==> config.mk <==
export PLATFORM = sky130hd
export DESIGN_NAME = ssm_cell
export DESIGN_NICKNAME = d
export VERILOG_FILES = /design/src/rtl/substring_stream_matcher_defines.svh /design/src/rtl/ssm_pkg.sv /design/src/rtl/ssm_cell.sv
export SDC_FILE = /design/constraint.sdc
export NUM_CORES = 1
export LEC_CHECK = 0
export BUFFER_PORTS_ARGS = -buffer_cell sky130_fd_sc_hd__buf_2
export CORE_MARGIN = 5
export CORE_UTILIZATION = 40
export CTS_CLUSTER_DIAMETER = 60
export DETAILED_ROUTE_END_ITERATION = 16
export HOLD_SLACK_MARGIN = 0.06
export PLACE_DENSITY = 0.83
export SYNTH_ARGS = -nofsm -noshare
export SYNTH_HDL_FRONTEND = slang
export SYNTH_SLANG_ARGS = --single-unit
==> constraint.sdc <==
create_clock -name i_clk -period 1.17 [get_ports i_clk]
set_input_delay 0.2925 -clock i_clk [delete_from_list [all_inputs] [get_ports i_clk]]
set_output_delay 0.2925 -clock i_clk [all_outputs]
set_load 0.005 [all_outputs]
==> src/rtl/substring_stream_matcher_defines.svh <==
// Assertion macros used by the matcher RTL.
`ifndef SUBSTRING_STREAM_MATCHER_DEFINES_SVH
`define SUBSTRING_STREAM_MATCHER_DEFINES_SVH

// Check that cons holds in the same cycle whenever ante holds.
`define SSM_ASSERT_IMPLY(lbl, clk, rst_n, ante, cons, msg) \
    lbl: assert property (@(posedge clk) disable iff (!rst_n) (ante) |-> (cons)) \
        else $error(msg);

// Check that cond never holds outside reset.
`define SSM_ASSERT_NEVER(lbl, clk, rst_n, cond, msg) \
    lbl: assert property (@(posedge clk) disable iff (!rst_n) !(cond)) \
        else $error(msg);

`endif

==> src/rtl/ssm_pkg.sv <==
`timescale 1ns / 1ps
package ssm_pkg;

    localparam int unsigned CMD_W  = 2;
    localparam int unsigned IDX_W  = 5;
    localparam int unsigned BYTE_W = 8;
    localparam int unsigned CFG_W  = 6;
    localparam int unsigned CNT_W  = 32;

    typedef logic [CMD_W-1:0]  t_cmd;
    typedef logic [IDX_W-1:0]  t_idx;
    typedef logic [BYTE_W-1:0] t_byte;
    typedef logic [CFG_W-1:0]  t_cfg;
    typedef logic [CNT_W-1:0]  t_count;

    // Command codes
    localparam t_cmd CMD_LOAD = 2'd0;
    localparam t_cmd CMD_TEXT = 2'd1;
    localparam t_cmd CMD_END  = 2'd2;

    // Result kinds
    localparam logic KIND_MATCH   = 1'b0;
    localparam logic KIND_SUMMARY = 1'b1;

    localparam t_count CNT_MAX      = '1;
    localparam t_count NO_MATCH_POS = '1;

    // Broadcast to every cell of the chain
    typedef struct packed {
        logic  shift;   // text byte enters, window advances one cell
        logic  rotate;  // pattern ring advances one cell
        t_byte data;    // incoming byte
    } t_cell_ctrl;

    // Item handed from the input handshake to the tally stage
    typedef struct packed {
        logic take;
        t_cmd cmd;
    } t_step;

endpackage

==> src/rtl/ssm_cell.sv <==
`timescale 1ns / 1ps
module ssm_cell import ssm_pkg::*; (
    input  logic       i_clk,
    input  t_cell_ctrl i_ctrl,
    input  logic       i_load,
    input  t_byte      i_win,
    input  t_byte      i_pat,
    output t_byte      o_win,
    output t_byte      o_pat,
    output logic       o_eq
);

    t_byte r_win;
    t_byte r_pat;

    // Window tap and pattern ring slot; both are payload, no reset.
    always_ff @(posedge i_clk) begin
        if (i_ctrl.shift) begin
            r_win <= i_win;
        end
        if (i_load) begin
            r_pat <= i_ctrl.data;
        end else if (i_ctrl.rotate) begin
            r_pat <= i_pat;
        end
    end

    assign o_win = r_win;
    assign o_pat = r_pat;
    assign o_eq  = (r_win == r_pat);

endmodule

# Yosys cells after proc, flatten, opt, wreduce, memory -nomap -nowiden
# Cells that the tools add are included.
# op_classes
n_eq_ne	1
n_reduce_logical	1
n_mux	2
# op_table
op	count
8-bit two-way mux	2
8-bit == test	1
2-bit nonzero test	1
# totals
word_cells	6
output_inout_bits	17
register_bits	16
input_bits	28

# Logic depth before layout (Yosys ltp)
# Gate-level depths: netlist of the first run.
# depth
depth_word	2
ltp_mapped	3
ltp_nobuf	3

# Worst setup path before layout of the first run
# Ideal clock, no wire load.
# synth_path
path_kind	register to output
from	register r_pat[2] (netlist: o_pat[2])
to	output o_eq
stages_incl_launch_ff	4
required_time_ps	877
arrival_ps	783
setup_slack_ps	95
cell_sequence	edfxtp_1 > xnor2_1 > nand4_1 > nor2_1
# synth_between
elab_chain_len	1
# synth_rtl
element	line	source
from (decl)	ssm_cell.sv:14	t_byte r_pat;
from (signal assigned)	ssm_cell.sv:22	r_pat <= i_ctrl.data;
from (signal assigned)	ssm_cell.sv:24	r_pat <= i_pat;
8-bit == test	ssm_cell.sv:30	assign o_eq = (r_win == r_pat);
to (decl)	ssm_cell.sv:10	output logic o_eq
# No other way between the ends.

# Worst setup path after layout of the first run
# layout_path
from	register r_pat[5] (netlist: o_pat[5])
to	output o_eq
# Same word-level chain as after synthesis.

==> results.md, run 1 <==
* CP Launch Type: flop
* P_leak at roughly 0.47 nW
* Number of global-route vias before repair at 561
* Pwr/cell area at 1190 mW/mm^2
* Hold Startpoint: i_win[2]
* Area added between synthesis and finish at 46.9%
* Fin nets at around 120
* Failing checks: negative setup slack
* Dpl hpwl at 1170 um
* ANT nets after route at 0
* Chip width at slightly above 50 um
* Min-Delay Endpoint: o_win[2]$_DFFE_PP_
* CTS root buf: clkbuf_4
* Share of cells above drive strength 1 at 68.2%
* RSZ-0062 raised after global routing: yes
* Critical Path Slowest Stage Cell: edfxtp_1
* Initial Util at around two fifths
* Pre-antenna DRT Iters at 2
* # rows at 15
* Status: finished with violations
* Tcrit/Tclk final at 125%
* Levels on crit path at 4
* Critical path data arrival time at approximately 1.2 ns
* Clock buffer depth at 2
* Die area at ~0.0027 sq mm
* Cell variety after synth at 7
* Placer Congestion at between 0.6 and 0.7
* Leading area contributor after synthesis: edfxtp_1
* Worst Hold Path Cells at 1
* Routed wire length at roughly 1300 um
* Crit-path max cell delay at 0.42 ns
* Post-synthesis cell count at 37
* CP Max Fanout at 2
* Diode count at 0
* Synthesized Nets at 65
* Inst Count DP at 110
* Aggregate global routing overflow at 0
* Final worst-path setup slack at -0.297 ns
* First-pass GRT wire length at between 2000 and 2500 um
* Initial antenna violation count at 0
* CTS tree: built
* Min Hold Slack at 0.194 ns
* Detailed-route via count at approximately 480
* IO Pins at 45
* Fmax achieved at 682 MHz
* Clock slew at reported path FFs at roughly 0.08 ns
* H-tree Lvls at 1
* Slew @ Worst Pin at around 0.34 ns
* Die Ht at around 52 um
* TritonCTS Buffers at 3
* DRC viols at 0
* Iter 0 DRT Violations at 6
* Fin util at between 60% and 70%
* CP top delay family: flip-flops
* Mapped Area at just over 700 sq um
* Slew Viols, Final at 0
* Sequential share of the synthesized area at between 60% and 70%
* Clock Sinks at 16
* Non-filler instance count after layout at around 110
* Largest net degree at the start of global routing at 9
* Core Area at 0.00171 sq mm
* I/O Buffers at 44
* Fin crit period at between 1 and 1.5 ns
* Synth warn at 0
* CP endpoint kind: output pin
* Vias per inst at 4.20
* Commonest non-fill, non-tap cell in the layout: buf_2
* Buf+Inv Stages, Crit Path at 1
* Avg WL per Cell at approximately 12 um
* Worst VDD drop at 0.827 mV
* Placed Area at approximately 980 sq um
* Rel. slew slack at between 70% and 80%
* Worst EP required at between 0.8 and 0.9 ns
* Design area at ~0.0010 sq mm
* Synth area leaders: edfxtp_1 68%, mux2_4 17%, xnor2_1 9.9%
* Area share of the largest cell type after synthesis at 68.2%
* Crit path cell chain: xnor2_1, nand4_1, nor2_1, buf_2
* WS Path Type: reg -> out
* Hold WC Path Type: in -> reg
* Max-capacitance violation count at 0
* Hold Vio Cnt, Final at 0
* GRT Util Overall at about 11%
* Most frequent cells in the layout: 41 x buf_2, 16 x edfxtp_1, 8 x mux2_4, 8 x xnor2_1, 6 x buf_6
* Yosys reg bits at 16
* Avg Cell Area, Syn at between 15 and 20 sq um
* Final Setup Violations at 4
## registers in the layout, indices dropped and copies added, names as in the netlist
signal and cells:
o_pat 8, o_win 8
## how the worst max path moves through the flow
stage	start	end	slack, ns
2_1_floorplan	o_pat[2]$_DFFE_PP_	o_eq	0.09
3_3_place_gp	o_pat[7]$_DFFE_PP_	o_eq	-0.02
3_5_place_dp	o_pat[3]$_DFFE_PP_	o_eq	-0.02
4_1_cts	o_win[3]$_DFFE_PP_	o_eq	-0.30
5_1_grt	o_pat[7]$_DFFE_PP_	o_eq	-0.45
6_report	o_pat[5]$_DFFE_PP_	o_eq	-0.30
## final cells by class
| type | instances | area, sq um |
|---|---|---|
| clock buffers | 3 | 22.5 |
| multi-input cells | 20 | 213 |
| flip-flops and latches | 16 | 480 |
| repair buffers | 49 | 288 |
| well taps | 25 | 31.3 |
| fillers | 126 | 673 |
## metrics by stage
step / setup TNS [ns] / power (mW) / setup slack [ns]
after floorplan: 0 / 0.842 / 0.0945
after detailed placement: -0.0173 / 0.973 / -0.0173
final: -0.475 / 1.24 / -0.297
after CTS: -0.509 / 1.24 / -0.301
after global placement: -0.0192 / 0.964 / -0.0192
after global routing: -0.726 / 1.30 / -0.445
## cells in the mapped netlist, drive strengths merged
master,instances
buf,1
edfxtp,16
mux2,8
nand4,2
nor2,1
or2,1
xnor2,8
## where the power goes
group / internal [mW] / switching (mW)
clock: 0.119 / 0.137
sequential: 0.695 / 0.0362
combinational: 0.168 / 0.0806
total: 0.981 / 0.254
## repair_timing
item / 4_1_cts / 5_1_grt
buffers inserted: 2 / 2
setup endpoints to repair: 4 / 4
hold buffers: 0 / 0
pin swaps: 7 / 1
resized for setup: 3 / 3
## metal layers
metal	GRT usage, %	wire length (um)
met5	0	0
met4	5.24	0
met3	3.72	163
met2	20.5	710
met1	10.7	432
## cells by family after synthesis
family | count (synthesis) | synth area share (%)
AND/OR/NAND/NOR | 4 | 3.20
multiplexers | 8 | 17.1
flip-flops | 16 | 68.2
XOR/XNOR | 8 | 9.95
buffers and inverters | 1 | 1.60
(Power assumes the default switching activity.)
==> run 2, diff against run 1 <==
==> constraint.sdc (replaced) <==
create_clock -name i_clk -period 1.5 [get_ports i_clk]
set_input_delay 0.375 -clock i_clk [delete_from_list [all_inputs] [get_ports i_clk]]
set_output_delay 0.375 -clock i_clk [all_outputs]
set_load 0.005 [all_outputs]
==> run 2 against run 1 <==
  * The flow still finishes with violations (negative setup slack)
  * Via count shrank 4.2%
  * First-iteration DRC count down 17%
  * Cell count down 4.4%
  * Critical path depth is the same
  * Wire length hardly changed
  * Sequential cell count did not move
  * Clock-buffer cell count stayed put
  * Hold slack improved by 0.083 ns
  * Non-clock buffer count is 5 lower
  * Utilization shrank 4.0 points
  * Critical endpoint unchanged
==> results.md, run 2 (synthesis gave the netlist of run 1 again) <==
* Status: finished with violations (unchanged)
* Failing checks: negative setup slack (unchanged)
* Area added between synthesis and finish at 37.3% (was 46.9%)
* CTS tree: built (unchanged)
* Crit path cell chain: xnor2_1, nand4_1, nor2_1, buf_2 (unchanged)
* Tot Pwr at 0.934 mW (was 1.24 mW)
* Avg WL per Cell at 12.1 um (was 11.6 um)
* First-pass GRT wire length at 2190 um (was 2220 um)
* P_leak at 0.434 nW (was 0.468 nW)
* Setup_tns at -0.0573 ns (was -0.475 ns)
* TritonCTS Buffers at 3 (unchanged)
* Setup bufs post-CTS at 0 (was 2)
* CP endpoint kind: output pin (unchanged)
* Pwr/cell area at 966 mW/mm^2 (was 1190 mW/mm^2)
* Int Power at 0.737 mW (was 0.981 mW)
* Vias per inst at 4.21 (was 4.20)
* Initial Util at 41.2% (unchanged)
* Multi-input logic area at 213 sq um (unchanged)
* Clock buffer depth at 2 (unchanged)
* Clock slew at reported path FFs at 0.08 ns (about the same)
* Initial antenna violation count at 0 (unchanged)
* Share of cells above drive strength 1 at 66.3% (was 68.2%)
* Pre-antenna DRT Iters at 4 (was 2)
* Routed wire length at 1310 um (about the same)
* I/O Buffers at 44 (unchanged)
* ANT nets after route at 0 (unchanged)
* CTS resizes at 0 (was 3)
* Diode count at 0 (unchanged)
* Detailed-route via count at 455 (was 475)
* Placer Congestion at 0.692 (was 0.695)
* Worst EP required at 1.12 ns (was 0.88 ns)
* H-tree Lvls at 1 (unchanged)
* Final Setup Violations at 1 (was 4)
* Largest net degree at the start of global routing at 10 (was 9)
* Most frequent cells in the layout: 44 x buf_2, 16 x edfxtp_1, 8 x mux2_4, 8 x xnor2_1, 3 x clkbuf_4 (was 41 x buf_2, 16 x edfxtp_1, 8 x mux2_4, 8 x xnor2_1, 6 x buf_6)
* IO Pins at 45 (unchanged)
* Rel. slew slack at 78.1% (was 77.5%)
* Die area at 0.00270 sq mm (unchanged)
* WS Path Type: reg -> out (unchanged)
* Buf+Inv Stages, Crit Path at 1 (unchanged)
* Clk pwr share at 21.9% (was 20.7%)
* Critical Path Slowest Stage Cell: edfxtp_1 (unchanged)
* Tcrit/Tclk final at 104%
* Fin crit period at roughly 1.6 ns
* Seq pwr share at 60.8% (was 59.2%)
* Aggregate global routing overflow at 0 (unchanged)
* Logic pwr share at 17.3% (was 20.1%)
* Max-capacitance violation count at 0 (unchanged)
* CP Launch Type: flop (unchanged)
* Switching Fraction at 21.1% (was 20.6%)
* Critical path data arrival time at 1.18 ns (was 1.17 ns)
* Number of global-route vias before repair at 530 (was 561)
* Register area at 480 sq um (unchanged)
* Hold WC Path Type: in -> reg (unchanged)
* Hold Vio Cnt, Final at 0 (unchanged)
* Slew Viols, Final at 0 (unchanged)
* Clock Sinks at 16 (unchanged)
* Crit-path max cell delay at 0.41 ns (was 0.42 ns)
* # rows at 15 (unchanged)
* GRT Util Overall at 11.4% (was 11.0%)
* CTS root buf: clkbuf_4 (unchanged)
* DRC viols at 0 (unchanged)
* Fmax achieved at approximately 640 MHz
* CP Max Fanout at 2 (unchanged)
* Fin nets at 113 (was 118)
* Commonest non-fill, non-tap cell in the layout: buf_2 (unchanged)
* Net Sw Power at 0.197 mW (was 0.254 mW)
* Slew @ Worst Pin at 0.329 ns (was 0.338 ns)
* Final worst-path setup slack at -0.0573 ns (was -0.297 ns)
* Pre-CTS WS at 0.184 ns (was -0.0173 ns)
* RSZ-0062 raised after global routing: yes (unchanged)
* Die Ht at 52.0 um (unchanged)
* Iter 0 DRT Violations at 5 (was 6)
* Fillcell total at 144 (was 126)
* Chip width at 52.0 um (unchanged)
* Worst VDD drop at 0.534 mV (was 0.827 mV)
* Core Area at 0.00171 sq mm (unchanged)
* CP top delay family: flip-flops (unchanged)
==> run 2: cell types whose count changed in the layout (fill, tap and decap cells not counted), sizes merged <==
cell | before | now
buf | 49 | 44
==> run 2: timing repair <==
action | in CTS | in global routing
pin swaps | 3 | 3
hold buffers | 0 | 0
setup endpoints to repair | 1 | 1
==> run 2: layer usage <==
layer / vias to the layer above / wire (um) / global-route usage, %
met5: - / 0 / 0
met4: 0 / 9 / 5.24
met3: 2 / 165 / 4.87
met2: 26 / 671 / 20.5
met1: 196 / 458 / 11.1
li1: 231 / - / -
==> run 2: layout make-up <==
class                   count  share of cell area (%)
clock buffers               3                    2.33
multi-input cells          20                    22.0
flip-flops and latches     16                    49.7
well taps                  25                    3.23
repair buffers             44                    22.8
==> run 2: through the flow <==
step	util (%)	instance area, sq um	cells	hold WS [ns]
floorplan	-	704	37	0.474
global placement	55.3	945	105	0.552
detailed placement	55.3	945	105	0.554
CTS	56.6	967	108	0.265
global route	56.6	967	108	0.256
finish	56.6	967	108	0.277
==> run 2: power groups by stage <==
stage               sequential, mW  combinational (mW)  clock [mW]
finish                       0.568               0.161       0.204
global route                 0.575               0.178       0.237
CTS                          0.569               0.165       0.216
detailed placement           0.580               0.165           0
global placement             0.577               0.160           0
floorplan                    0.583              0.0736           0
==> run 2: final timing paths <==
kind / slack [ns] / startpoint / endpoint / cells after the start
max: -0.06 / o_pat[2]$_DFFE_PP_ / o_eq / 4
min: 0.28 / i_win[6] / o_win[6]$_DFFE_PP_ / 1
